### src/rtl/cgrs_pkg.sv
package cgrs_pkg;

   typedef logic [7:0] byte_type;
   typedef logic [3:0] role_type;
   typedef logic [2:0] phase_type;

   localparam phase_type PH_FREE    = 3'd0;
   localparam phase_type PH_NAME    = 3'd1;
   localparam phase_type PH_VALUE   = 3'd2;
   localparam phase_type PH_COMMENT = 3'd3;
   localparam phase_type PH_WIN     = 3'd4;
   localparam phase_type PH_DRAW    = 3'd5;

   localparam role_type ROLE_OTHER     = 4'd0;
   localparam role_type ROLE_TAG_OPEN  = 4'd1;
   localparam role_type ROLE_NAME_CHAR = 4'd2;
   localparam role_type ROLE_NAME_END  = 4'd3;
   localparam role_type ROLE_VALUE     = 4'd4;
   localparam role_type ROLE_TAG_CLOSE = 4'd5;
   localparam role_type ROLE_COM_OPEN  = 4'd6;
   localparam role_type ROLE_COM_CLOSE = 4'd7;
   localparam role_type ROLE_GAME_END  = 4'd8;

   localparam byte_type CH_TAG_OPEN  = 8'h5B;
   localparam byte_type CH_TAG_CLOSE = 8'h5D;
   localparam byte_type CH_COM_OPEN  = 8'h7B;
   localparam byte_type CH_COM_CLOSE = 8'h7D;
   localparam byte_type CH_DASH      = 8'h2D;
   localparam byte_type CH_CAP_O     = 8'h4F;
   localparam byte_type CH_TWO       = 8'h32;
   localparam byte_type CH_STAR      = 8'h2A;
   localparam byte_type CH_LOWER_E   = 8'h65;
   localparam byte_type CH_LOWER_C   = 8'h63;
   localparam byte_type CH_SPACE     = 8'h20;
   localparam byte_type CH_QUOTE     = 8'h22;

   typedef struct packed {
      phase_type phase;
      byte_type  prev_char;
      logic      evals_flag;
      logic      clocks_flag;
   } parse_state_type;

   typedef struct packed {
      byte_type echo_byte;
      role_type role;
      logic     evals_seen;
      logic     clocks_seen;
   } result_type;

   localparam parse_state_type STATE_RESET = '{
      phase:       PH_FREE,
      prev_char:   8'h00,
      evals_flag:  1'b0,
      clocks_flag: 1'b0
   };

endpackage

### src/rtl/cgrs_ifs.sv
interface cgrs_req_if;
   logic       valid;
   logic       ready;
   logic [7:0] in_byte;

   modport source (output valid, output in_byte, input ready);
   modport sink (input valid, input in_byte, output ready);
endinterface

interface cgrs_rsp_if;
   logic       valid;
   logic       ready;
   logic [7:0] echo_byte;
   logic [3:0] role;
   logic       evals_seen;
   logic       clocks_seen;

   modport source (output valid, output echo_byte, output role, output evals_seen,
                   output clocks_seen, input ready);
   modport sink (input valid, input echo_byte, input role, input evals_seen,
                 input clocks_seen, output ready);
endinterface

### src/rtl/chess_game_record_splitter.sv
// Splits the text of a chess game record into tagged bytes, one word per byte.
// The req_ch channel carries one raw character per word in in_byte.
// The rsp_ch channel returns exactly one word per input word: the character
// in echo_byte, its role (tag open, name character, name end, value character,
// tag close, comment open, comment close, game end or other) and the
// evaluation and clock flags of the current game, including this byte.
// A word accepted on req_ch is offered on rsp_ch from the next cycle on,
// held in a single result register. Throughput is one word per cycle while
// rsp_ch takes its words; the parse state updates in the same cycle a word
// is accepted, so consecutive bytes never wait on each other.
// When the receiver stalls, the result register holds its word and req_ch
// stays ready only while that register is free or being emptied.
// Reset is synchronous and active high; it empties the result register and
// returns the parser to free text with the flags and previous byte cleared.
// A game end clears the same parse state after its word is produced.
module chess_game_record_splitter (
   input  logic       clock,
   input  logic       reset,
   cgrs_req_if.sink   req_ch,
   cgrs_rsp_if.source rsp_ch
);
   import cgrs_pkg::*;

   parse_state_type state_ff;
   parse_state_type state_in;
   parse_state_type next_state;
   result_type      result;
   logic            can_load;
   logic            accept;

   assign req_ch.ready = can_load;
   assign accept       = req_ch.valid && can_load;

   cgrs_classifier u_classifier (
      .state      (state_ff),
      .in_byte    (req_ch.in_byte),
      .next_state (next_state),
      .result     (result)
   );

   cgrs_result_stage u_result_stage (
      .clock    (clock),
      .reset    (reset),
      .load     (accept),
      .result   (result),
      .can_load (can_load),
      .rsp_ch   (rsp_ch)
   );

   assign state_in = accept ? next_state : state_ff;

   always_ff @(posedge clock) begin
      if (reset) begin
         state_ff <= STATE_RESET;
      end else begin
         state_ff <= state_in;
      end
   end

`ifndef ASSERT_OFF
   a_game_end_clears: assert property (@(posedge clock) disable iff (reset)
      accept && result.role == ROLE_GAME_END |=> state_ff == STATE_RESET)
      else $error("parse state not cleared after game end");

   a_phase_legal: assert property (@(posedge clock) disable iff (reset)
      state_ff.phase <= PH_DRAW)
      else $error("parse phase left its legal range");

   a_flags_hold: assert property (@(posedge clock) disable iff (reset)
      accept && result.role != ROLE_GAME_END && state_ff.evals_flag
      |=> state_ff.evals_flag)
      else $error("evaluation flag dropped within a game");

   a_ready_when_empty: assert property (@(posedge clock) disable iff (reset)
      !rsp_ch.valid |-> req_ch.ready)
      else $error("input stalled with an empty result register");
`endif

endmodule

### src/rtl/cgrs_classifier.sv
module cgrs_classifier (
   input  cgrs_pkg::parse_state_type state,
   input  cgrs_pkg::byte_type        in_byte,
   output cgrs_pkg::parse_state_type next_state,
   output cgrs_pkg::result_type      result
);
   import cgrs_pkg::*;

   role_type        role;
   logic            done;
   parse_state_type upd;

   always_comb begin
      upd           = state;
      upd.prev_char = in_byte;
      role          = ROLE_OTHER;
      done          = 1'b0;
      case (state.phase)
         PH_FREE: begin
            if (in_byte == CH_TAG_OPEN) begin
               upd.phase = PH_NAME;
               role      = ROLE_TAG_OPEN;
            end else if (in_byte == CH_COM_OPEN) begin
               upd.phase = PH_COMMENT;
               role      = ROLE_COM_OPEN;
            end else if (in_byte == CH_DASH && state.prev_char != CH_CAP_O) begin
               upd.phase = (state.prev_char == CH_TWO) ? PH_DRAW : PH_WIN;
            end else if (in_byte == CH_STAR) begin
               done = 1'b1;
            end
         end
         PH_NAME: begin
            if (in_byte == CH_SPACE) begin
               upd.phase = PH_VALUE;
               role      = ROLE_NAME_END;
            end else begin
               role = ROLE_NAME_CHAR;
            end
         end
         PH_VALUE: begin
            if (in_byte == CH_TAG_CLOSE) begin
               upd.phase = PH_FREE;
               role      = ROLE_TAG_CLOSE;
            end else if (in_byte != CH_QUOTE) begin
               role = ROLE_VALUE;
            end
         end
         PH_COMMENT: begin
            if (in_byte == CH_LOWER_E) begin
               upd.evals_flag = 1'b1;
            end else if (in_byte == CH_LOWER_C) begin
               upd.clocks_flag = 1'b1;
            end else if (in_byte == CH_COM_CLOSE) begin
               upd.phase = PH_FREE;
               role      = ROLE_COM_CLOSE;
            end
         end
         PH_WIN: begin
            done = 1'b1;
         end
         PH_DRAW: begin
            done = (in_byte == CH_TWO);
         end
         default: begin
         end
      endcase

      result.echo_byte   = in_byte;
      result.role        = done ? ROLE_GAME_END : role;
      result.evals_seen  = upd.evals_flag;
      result.clocks_seen = upd.clocks_flag;
      next_state         = done ? STATE_RESET : upd;
   end

endmodule

### src/rtl/cgrs_result_stage.sv
module cgrs_result_stage (
   input  logic                 clock,
   input  logic                 reset,
   input  logic                 load,
   input  cgrs_pkg::result_type result,
   output logic                 can_load,
   cgrs_rsp_if.source           rsp_ch
);
   import cgrs_pkg::*;

   logic       valid_ff;
   logic       valid_in;
   result_type data_ff;

   assign can_load = !valid_ff || rsp_ch.ready;
   assign valid_in = load || (valid_ff && !rsp_ch.ready);

   always_ff @(posedge clock) begin
      if (reset) begin
         valid_ff <= 1'b0;
      end else begin
         valid_ff <= valid_in;
      end
   end

   always_ff @(posedge clock) begin
      if (load) begin
         data_ff <= result;
      end
   end

   assign rsp_ch.valid       = valid_ff;
   assign rsp_ch.echo_byte   = data_ff.echo_byte;
   assign rsp_ch.role        = data_ff.role;
   assign rsp_ch.evals_seen  = data_ff.evals_seen;
   assign rsp_ch.clocks_seen = data_ff.clocks_seen;

endmodule
### src/flat_wrapper.sv
// flat-port wrapper written by rule: the top's interface ports become plain ports
module chess_game_record_splitter_flat import cgrs_pkg::*;
  (clock, reset, req_ch_valid, req_ch_in_byte, req_ch_ready, rsp_ch_valid, rsp_ch_echo_byte, rsp_ch_role, rsp_ch_evals_seen, rsp_ch_clocks_seen, rsp_ch_ready);
  cgrs_req_if req_ch_i ();
  cgrs_rsp_if rsp_ch_i ();
  input  logic clock;
  input  logic reset;
  input wire logic [$bits(req_ch_i.valid)-1:0] req_ch_valid;
  input wire logic [$bits(req_ch_i.in_byte)-1:0] req_ch_in_byte;
  output wire logic [$bits(req_ch_i.ready)-1:0] req_ch_ready;
  output wire logic [$bits(rsp_ch_i.valid)-1:0] rsp_ch_valid;
  output wire logic [$bits(rsp_ch_i.echo_byte)-1:0] rsp_ch_echo_byte;
  output wire logic [$bits(rsp_ch_i.role)-1:0] rsp_ch_role;
  output wire logic [$bits(rsp_ch_i.evals_seen)-1:0] rsp_ch_evals_seen;
  output wire logic [$bits(rsp_ch_i.clocks_seen)-1:0] rsp_ch_clocks_seen;
  input wire logic [$bits(rsp_ch_i.ready)-1:0] rsp_ch_ready;
  assign req_ch_i.valid = req_ch_valid;
  assign req_ch_i.in_byte = req_ch_in_byte;
  assign req_ch_ready = req_ch_i.ready;
  assign rsp_ch_valid = rsp_ch_i.valid;
  assign rsp_ch_echo_byte = rsp_ch_i.echo_byte;
  assign rsp_ch_role = rsp_ch_i.role;
  assign rsp_ch_evals_seen = rsp_ch_i.evals_seen;
  assign rsp_ch_clocks_seen = rsp_ch_i.clocks_seen;
  assign rsp_ch_i.ready = rsp_ch_ready;
  chess_game_record_splitter u_core (.clock(clock), .reset(reset), .req_ch(req_ch_i), .rsp_ch(rsp_ch_i));
endmodule
### config.mk
export PLATFORM = sky130hd
export DESIGN_NAME = chess_game_record_splitter_flat
export DESIGN_NICKNAME = d
export VERILOG_FILES = /design/src/rtl/cgrs_pkg.sv /design/src/rtl/cgrs_ifs.sv /design/src/rtl/chess_game_record_splitter.sv /design/src/rtl/cgrs_classifier.sv /design/src/rtl/cgrs_result_stage.sv /design/src/flat_wrapper.sv
export SDC_FILE = /design/constraint.sdc
export NUM_CORES = 1
export LEC_CHECK = 0
export BUFFER_PORTS_ARGS = -buffer_cell sky130_fd_sc_hd__buf_2
export CORE_UTILIZATION = 33
export CTS_CLUSTER_DIAMETER = 200
export DETAILED_ROUTE_END_ITERATION = 16
export HOLD_SLACK_MARGIN = 0.08
export PLACE_DENSITY_LB_ADDON = 0.25
export SLEW_MARGIN = 20
export SYNTH_ARGS = -nofsm -noshare
export SYNTH_HDL_FRONTEND = slang
export SYNTH_HIERARCHICAL = 1
export SYNTH_SLANG_ARGS = --single-unit
### constraint.sdc
create_clock -name clock -period 2 [get_ports clock]
set_input_delay 0 -clock clock [delete_from_list [all_inputs] [get_ports clock]]
set_output_delay 0 -clock clock [all_outputs]
set_load 0.03 [all_outputs]
# Word-level counts from Yosys, hierarchy flattened

Cells that the tools add are included.

Eq/ne operators: 24
Muxes and demuxes: 29
Reduce and logical (&&, ||, !) cells: 10

Operator list:

| cell               | number |
|---|---|
| $eq 8x7->1 const B | 6 |
| $mux 3             | 15 |
| $eq 8x6->1 const B | 5 |
| $pmux 3 s4         | 2 |
| $ne 3x3->1 const B | 5 |
| $mux 13            | 1 |
| $mux 1             | 9 |
| $ne 8x6->1 const B | 1 |
| $ne 8x7->1 const B | 1 |
| $reduce_and 8->1   | 1 |
| $eq 3x2->1 const B | 2 |
| $eq 3x3->1 const B | 2 |
| $ne 5x5->1 const B | 1 |
| $reduce_bool 5->1  | 1 |
| $eq 3x1->1 const B | 1 |
| $logic_and 1x1->1  | 3 |
| $logic_not 3->1    | 1 |
| $pmux 1 s3         | 1 |
| $logic_not 1->1    | 2 |
| $logic_or 1x1->1   | 2 |
| $mux 2             | 1 |

Register bits after elaboration: 28
Bits of input ports: 12
Output and inout port bits: 16
Logic and storage cells: 72

# Logic depth before layout (Yosys ltp)

Gate-level depths: netlist of run 1.

Depth in word-level cells: 8
Gate-level depth with buffers: 7
Mapped depth without buffers: 6

# By module

Netlist of run 1, hierarchy kept.

Modules (own cells, without submodules):

| module                     | times used | cells each | area each (µm²) |
|---|---|---|---|
| chess_game_record_splitter | 1          | 60         | 610.6 |
| cgrs_classifier            | 1          | 85         | 571.8 |
| cgrs_result_stage          | 1          | 18         | 466.7 |

# Worst setup path before layout of run 1

OpenSTA, ideal clock, no wires.

Kind: reg-to-reg
Start: register u_core.u_result_stage.valid_ff, in the netlist u_core/u_result_stage/rsp_ch.valid
End: register u_core.u_result_stage.data_ff, in the netlist u_core/u_result_stage/rsp_ch.clocks_seen (enable)
Setup time: 0.370 ns
Data arrival time: 1.344 ns
Setup slack: 0.286 ns
Stages on the path, launching flop included: 5
Buffers on the path: 2
Period minus slack after synthesis: 1.714 ns
Cells stage by stage: dfxtp_1 -> nand2b_4 -> buf_4 -> buf_4 -> and2_1

Word-level cells in the longest chain between the ends: 3

Ends and longest elaborated chain:

| item                   | RTL line                         | source |
|---|---|---|
| start, declared        | cgrs_result_stage.sv:11          | `logic valid_ff;` |
| start signal, assigned | cgrs_result_stage.sv:22          | `valid_ff <= valid_in;` |
| $logic_not 1->1        | cgrs_result_stage.sv:15          | `assign can_load = !valid_ff \|\| rsp_ch.ready;` |
| $logic_or 1x1->1       | cgrs_result_stage.sv:15          |  |
| net req_ch_ready       | flat_wrapper.sv:10               | `output wire logic [$bits(req_ch_i.ready)-1:0] req_ch_ready;` |
| $logic_and 1x1->1      | chess_game_record_splitter.sv:32 | `assign accept = req_ch.valid && can_load;` |
| net u_core.accept      | chess_game_record_splitter.sv:29 | `logic accept;` |
| end signal, assigned   | cgrs_result_stage.sv:28          | `data_ff <= result;` |
| end, declared          | cgrs_result_stage.sv:13          | `result_type data_ff;` |

The timed path passes the listed nets, and every way through them passes these cells.
A chain may end at the register's enable or synchronous reset.

==> impl_metrics.toml, run 1 <==
[layout]
insertedDiodeCount = 0
final_cells = 257
fin_area_sq_mm = 0.00192
area_growth_pct = 16.2
fin_util_pct = 40.3
finalNetCount = 203
drive_above_1_share_pct = 31.1

[synth]
synthFlopType = "edfxtp_1"
netlist_instances = 163
synth_top_area_cell = "edfxtp_1"
synth_top_area_share_pct = 25.5
synthesis.area_sq_mm = 0.00165
ys_types = 41
yosys_register_bits = 28
synthTopCellsByCount = "14 x dfxtp_1, 14 x edfxtp_1, 14 x nand3_1, 12 x buf_4, 12 x nor2_1"
synth_area_leaders = "edfxtp_1 25%, dfxtp_1 17%, buf_4 5.5%"
syn_area_per_cell_sq_um = 10.1
synth_nets = 175
async_reset_ff_share_pct = 0
ys_seq_area_share_pct = 42.5
synth_warnings = 6
synth_edf_count = 14

[clock_network]
cts_tree = "yes"
cts_buffers = 3
clkLatencyLatePin_ns = 0.28
cts_max_path_buffers = 2
htree_levels = 1
clk_pin_slew_ns = 0.09
cts_root_buf = "clkbuf_8"
cts_sinks = 28

[global_route]
grt_first_pass_wirelength_um = 6180
first_global_vias = 1209
grt-ovfl-total = 0
grt_antenna_before_repair = 0
track_usage_pct = 15.1
grt_max_degree = 30

[power]
p_sw_share_pct = 26.6
power_frac_comb_pct = 16.9
switching_power_mw = 0.305
pwr-share-seq_pct = 56.0
power.total_mw = 1.14
clkPwrFrac_pct = 27.0
vdd_drop_max_mv = 0.357
cellLeakagePower_nw = 0.703
p_int_mw = 0.839
p_per_area_mw_per_mm2 = 597

[status]
status = "complete, no violations"

[critical_path]
critPathKind = "input port to flop"
reg2reg_from = "u_core/state_ff[10]"
r2r_end = "u_core/state_ff[11]"
worst_setup_path_end_kind = "flop"
reg2reg_depth = 6
start_kind = "input port"
cp_data_arrival_time_ns = 2.02
r2r_slack_ns = 0.22
required_ns = 2.16
cp_slowest_cell = "dlygate4sd3_1"
cp_cell_sequence = "dlygate4sd3_1 -> buf_2 -> nor3b_1 -> nand4_1 -> a211oi_4 -> nor2b_1 -> nand3_1 -> a21oi_2"
crit_fanout = 10
critPathMaxStageDelay_ns = 0.53

[min_path]
holdCritPathClass = "input port to flop"
hold_path_depth = 2
hold_path.startpoint = "reset"
holdPathEnd = "u_core/state_ff[7]"

[timing]
finalHoldViolations = 0
max_freq_mhz = 540
min_period_ns = 1.85
rsz0062_at_grt = "false"
slew_viol_final = 0
fin_skew_ns = 0.00706
setup_viol = 0
whs_ns = 0.0874
fin_ws_ns = 0.148
timing.max_slew.rel_slack_pct = 68.9
fin_tns_setup_ns = 0
period_share_pct = 92.6
worst_pin_slew_ns = 0.465

[floorplan]
die_w_um = 72.7
dieHeight_um = 72.7
rows = 25
start_util_pct = 34.7
core_sq_mm = 0.00475
die_area_sq_mm = 0.00528
io_pins = 28

[drt]
vias = 1293
drt_first_pass_iters = 4
ant_nets = 0
drcViolationCount = 0
avgRoutedWirePerCell_um = 14.2
totalWireLength_um = 3660
first_iter_violations = 87
viasPerCell = 5.03

[placed_design]
routabilityCongestion = 0.869
pre_cts_ws_ns = 0.111
portBuffers = 27
placed_cell_area_sq_mm = 0.00177
place_inst = 243
dp.final_hpwl_um = 2570

[run]
drv_cap = 0
## worst max-delay path: cells and delay by family
kind / cells / cell delay (ns)
AND/OR/NAND/NOR: 4 / 0.75
buffers and inverters: 2 / 0.73
AO/OA/AOI/OAI: 2 / 0.53
## logic make-up (layout without fill, tap and decap cells)
logic type	count (synthesis)	in the layout	synth area share, %
and+or+nand+nor	62	62	23.9
AOI/OAI and AO/OA	49	49	23.9
DFF	28	28	42.5
buffers and inverters	24	51	9.71
## power groups by stage
stage,Sequential (mW),Clock [mW],Combinational (mW)
floorplan,0.689,0,0.101
global placement,0.654,0,0.177
detailed placement,0.655,0,0.178
CTS,0.641,0.326,0.191
global route,0.644,0.345,0.211
finish,0.641,0.309,0.194
## flip-flops by register name (all words and copies together), names as in the netlist
signal / cells
u_core/state_ff: 13
u_core/u_result_stage/rsp_ch.clocks_seen: 1
u_core/u_result_stage/rsp_ch.echo_byte: 8
u_core/u_result_stage/rsp_ch.evals_seen: 1
u_core/u_result_stage/rsp_ch.role: 4
u_core/u_result_stage/rsp_ch.valid: 1
## timing repair
action	CTS	global route
endpoints found under the setup margin	0	4
resized for setup	0	1
endpoints found under the hold margin	8	0
hold buffers	8	0
buffers inserted	0	2
## area by class of cell
type,count,area [sq um]
clock buffer,3,41.3
clock inverter,1,3.75
fill,485,2840
inverter,4,15.0
multi-input combinational,111,797
sequential,28,701
tap,67,83.8
timing repair buffer,43,275
## worst max path at each step
| stage | start | endpoint | slack, ns | cells past startpoint |
|---|---|---|---|---|
| global placement | u_core/state_ff[10] | u_core/state_ff[11] | 0.22 | 6 |
| finish | req_ch_in_byte[5] | u_core/state_ff[5] | 0.15 | 8 |
| floorplan | u_core/u_result_stage/rsp_ch.valid | u_core/u_result_stage/rsp_ch.clocks_seen | 0.29 | 4 |
| detailed placement | u_core/state_ff[10] | u_core/state_ff[11] | 0.11 | 6 |
| global route | u_core/state_ff[10] | u_core/state_ff[11] | 0.005 | 6 |
| CTS | req_ch_in_byte[4] | u_core/state_ff[11] | 0.04 | 8 |
## routing by layer
layer	part of all wire [%]	vias up	wire (um)	GRT usage [%]
met4	1.0	0	38	4.36
li1	-	651	-	-
met2	44	32	1630	23.8
met5	0	-	0	0
met1	50	606	1830	20.6
met3	4.6	4	169	3.59
## cells in the final DEF, fill, tap and decap left out, types with 3 or more instances in the layout
cell           count
buf_2             27
nand3_1           14
dfxtp_1           14
edfxtp_1          14
nor2_1            12
dlygate4sd3_1      8
a21oi_1            8
buf_4              8
nor2b_1            8
a21oi_2            7
a21bo_2            7
a21bo_1            6
o21ai_0            5
inv_1              4
clkbuf_8           3
nor3b_1            3
nand4_1            3
a31oi_1            3
nor3_1             3
nand2b_1           3
nand2_1            3
No activity file was read; power rests on OpenSTA's default activity.
==> run 2: changes to the inputs <==
--- a/config.mk
+++ b/config.mk
@@ -5,6 +5,7 @@
 export SDC_FILE = /design/constraint.sdc
 export NUM_CORES = 1
 export LEC_CHECK = 0
+export ABC_AREA = 1
 export BUFFER_PORTS_ARGS = -buffer_cell sky130_fd_sc_hd__buf_2
 export CORE_UTILIZATION = 33
 export CTS_CLUSTER_DIAMETER = 200
@@ -14,5 +15,4 @@
 export SLEW_MARGIN = 20
 export SYNTH_ARGS = -nofsm -noshare
 export SYNTH_HDL_FRONTEND = slang
-export SYNTH_HIERARCHICAL = 1
 export SYNTH_SLANG_ARGS = --single-unit
==> run 2 against run 1 <==
Effect of this change: utilization increased by 4.0 points; routed wire length fell by 14%; count of clock-buffer cells in the layout stayed put; area after synthesis down 12%.
==> impl_metrics.toml, run 2 <==
[status]
status = "complete, no violations"

[synth]
synth_top_area_share_pct = 28.9
yosys_register_bits = 28
synthTopCellsByCount = "55 x nand2_1, 27 x nor2_1, 21 x inv_1, 14 x dfxtp_1, 14 x edfxtp_1"
synthFlopType = "edfxtp_1"
ys_seq_area_share_pct = 48.1
netlist_instances = 194
ys_types = 24
yosysMostFrequentCell = "nand2_1"
synth_top_area_cell = "edfxtp_1"
async_reset_ff_share_pct = 0
synthesis.area_sq_mm = 0.00146
synth_area_leaders = "edfxtp_1 29%, dfxtp_1 19%, nand2_1 14%"
synth_nets = 206
syn_area_per_cell_sq_um = 7.51
synth_warnings = 0
synth_edf_count = 14

[timing]
whs_ns = 0.406
fin_tns_setup_ns = 0
timing.max_slew.rel_slack_pct = 73.5
max_freq_mhz = 648
rsz0062_at_grt = "false"
fin_skew_ns = 0.00567
min_period_ns = 1.54
period_share_pct = 77.2
finalHoldViolations = 0
setup_viol = 0
worst_pin_slew_ns = 0.398
slew_viol_final = 0

[drt]
ant_nets = 0
totalWireLength_um = 3170
viasPerCell = 4.68
vias = 1320
avgRoutedWirePerCell_um = 11.2
first_iter_violations = 63
drcViolationCount = 0
drt_first_pass_iters = 4

[critical_path]
cp_slowest_cell = "dlygate4sd3_1"
required_ns = 2.19
cp_data_arrival_time_ns = 1.73
start_kind = "input port"
critPathKind = "input port to flop"
critPathMaxStageDelay_ns = 0.54
cp_common_cell = "nand2_1"
worst_setup_path_end_kind = "flop"
cp_cell_sequence = "dlygate4sd3_1 -> buf_2 -> inv_1 -> nand2_1 -> nor2_1 -> nand2_1 -> nand2_1 -> nand2_1 -> nor2_1 -> nand3_1 -> nand2_1 -> nand3_1 -> nand2_1 -> nor2_1"
reg2reg_depth = 11
crit_fanout = 4

[power]
vdd_drop_max_mv = 0.312
p_per_area_mw_per_mm2 = 998
p_int_mw = 1.17
power.total_mw = 1.82
switching_power_mw = 0.651
cellLeakagePower_nw = 0.840
clkPwrFrac_pct = 24.8
p_sw_share_pct = 35.8
power_frac_comb_pct = 35.4
pwr-share-seq_pct = 39.8

[clock_network]
htree_levels = 1
cts_sinks = 28
cts_max_path_buffers = 2
clkLatencyLatePin_ns = 0.28
cts_buffers = 3
postCtsSetupRepairBufs = 0
cts_root_buf = "clkbuf_8"
clk_pin_slew_ns = 0.10
cts_tree = "yes"

[global_route]
track_usage_pct = 16.4
grt-ovfl-total = 0
grt_max_degree = 39
grt_antenna_before_repair = 0
grt_first_pass_wirelength_um = 5660
first_global_vias = 1276

[layout]
drive_above_1_share_pct = 22.0
finalNetCount = 245
final_cells = 282
insertedDiodeCount = 0
largest_reg_flops = 13
area_growth_pct = 25.1
mostFrequentLayoutCell = "nand2_1"
final_cell_mix = "55 x nand2_1, 27 x nor2_1, 27 x buf_2"
regMostFlops = "u_core.state_ff"

[placed_design]
routabilityCongestion = 0.832
dp.final_hpwl_um = 2320
place_inst = 268
portBuffers = 27

[run]
drv_cap = 0

[floorplan]
die_area_sq_mm = 0.00468
die_w_um = 68.4
core_sq_mm = 0.00412
rows = 23
dieHeight_um = 68.4
start_util_pct = 35.4
io_pins = 28

[min_path]
holdCritPathClass = "input port to output pin"
hold_path_depth = 4
-- run 2: cell types whose count changed after synthesis, moves of 7 or more --
cell     delta
buf_4      -11
nor2b_1     -8
nand2_1    +52
a21bo_2     -7
inv_1      +17
nor2_1     +15
-- run 2: area by class of cell --
cell class	instances	area, sq um
Timing Repair Buffer	38	243
Sequential cell	28	701
Tap cell	50	62.6
Clock inverter	1	30.0
Multi-Input combinational cell	137	648
Inverter	25	96.3
Clock buffer	3	41.3
Fill cell	428	2290
-- run 2: timing repair --
item                      4_1_cts  5_1_grt
resized for setup               0        0
hold buffers                   10        0
hold endpoints to repair       17        0
-- run 2: power groups by stage --
stage	registers (mW)	clock network [mW]	logic (mW)
after global placement	0.735	0	0.634
after floorplan	0.784	0	0.455
after global routing	0.734	0.484	0.755
final	0.724	0.450	0.644
after CTS	0.724	0.463	0.651
after detailed placement	0.738	0	0.631
-- run 2: path summary, 6_finish.rpt --
kind / start / end / slack [ns]
hold reg to reg: u_core.state_ff[0] / u_core.state_ff[0] / 0.54
hold / removal: rsp_ch_ready / req_ch_ready / 0.41
setup / recovery: req_ch_in_byte[7] / u_core.state_ff[12] / 0.46
setup reg to reg: u_core.state_ff[12] / u_core.state_ff[12] / 0.61
-- run 2: logic make-up after synthesis --
logic type             Yosys count  share of synthesized area [%]
and+or+nand+nor                109                           33.3
buffers and inverters           29                           7.90
AOI/OAI and AO/OA               28                           10.7
DFF                             28                           48.1
-- run 2: per-layer routing --
metal / share of wire, % / up-vias / wire [um] / GRT usage, %
met1: 50 / 584 / 1570 / 20.9
met2: 45 / 33 / 1440 / 28.7
met5: 0 / - / 0 / 0
met3: 3.5 / 4 / 111 / 1.50
met4: 1.4 / 0 / 45 / 5.47
li1: - / 699 / - / -
-- run 2: critical path: cells and delay by family --
kind / cells / cell delay (ns)
simple gates: 11 / 0.94
buf+inv: 3 / 0.78
-- run 2: per-stage QoR --
step / instance area, sq um / setup WS (ns) / util (%)
6_report: 1820 / 0.457 / 44.3
5_1_grt: 1820 / 0.200 / 44.3
4_1_cts: 1820 / 0.453 / 44.3
3_5_place_dp: 1650 / 0.614 / 40.1
3_3_place_gp: 1650 / 0.623 / 40.1
2_1_floorplan: 1460 / 0.280 / -
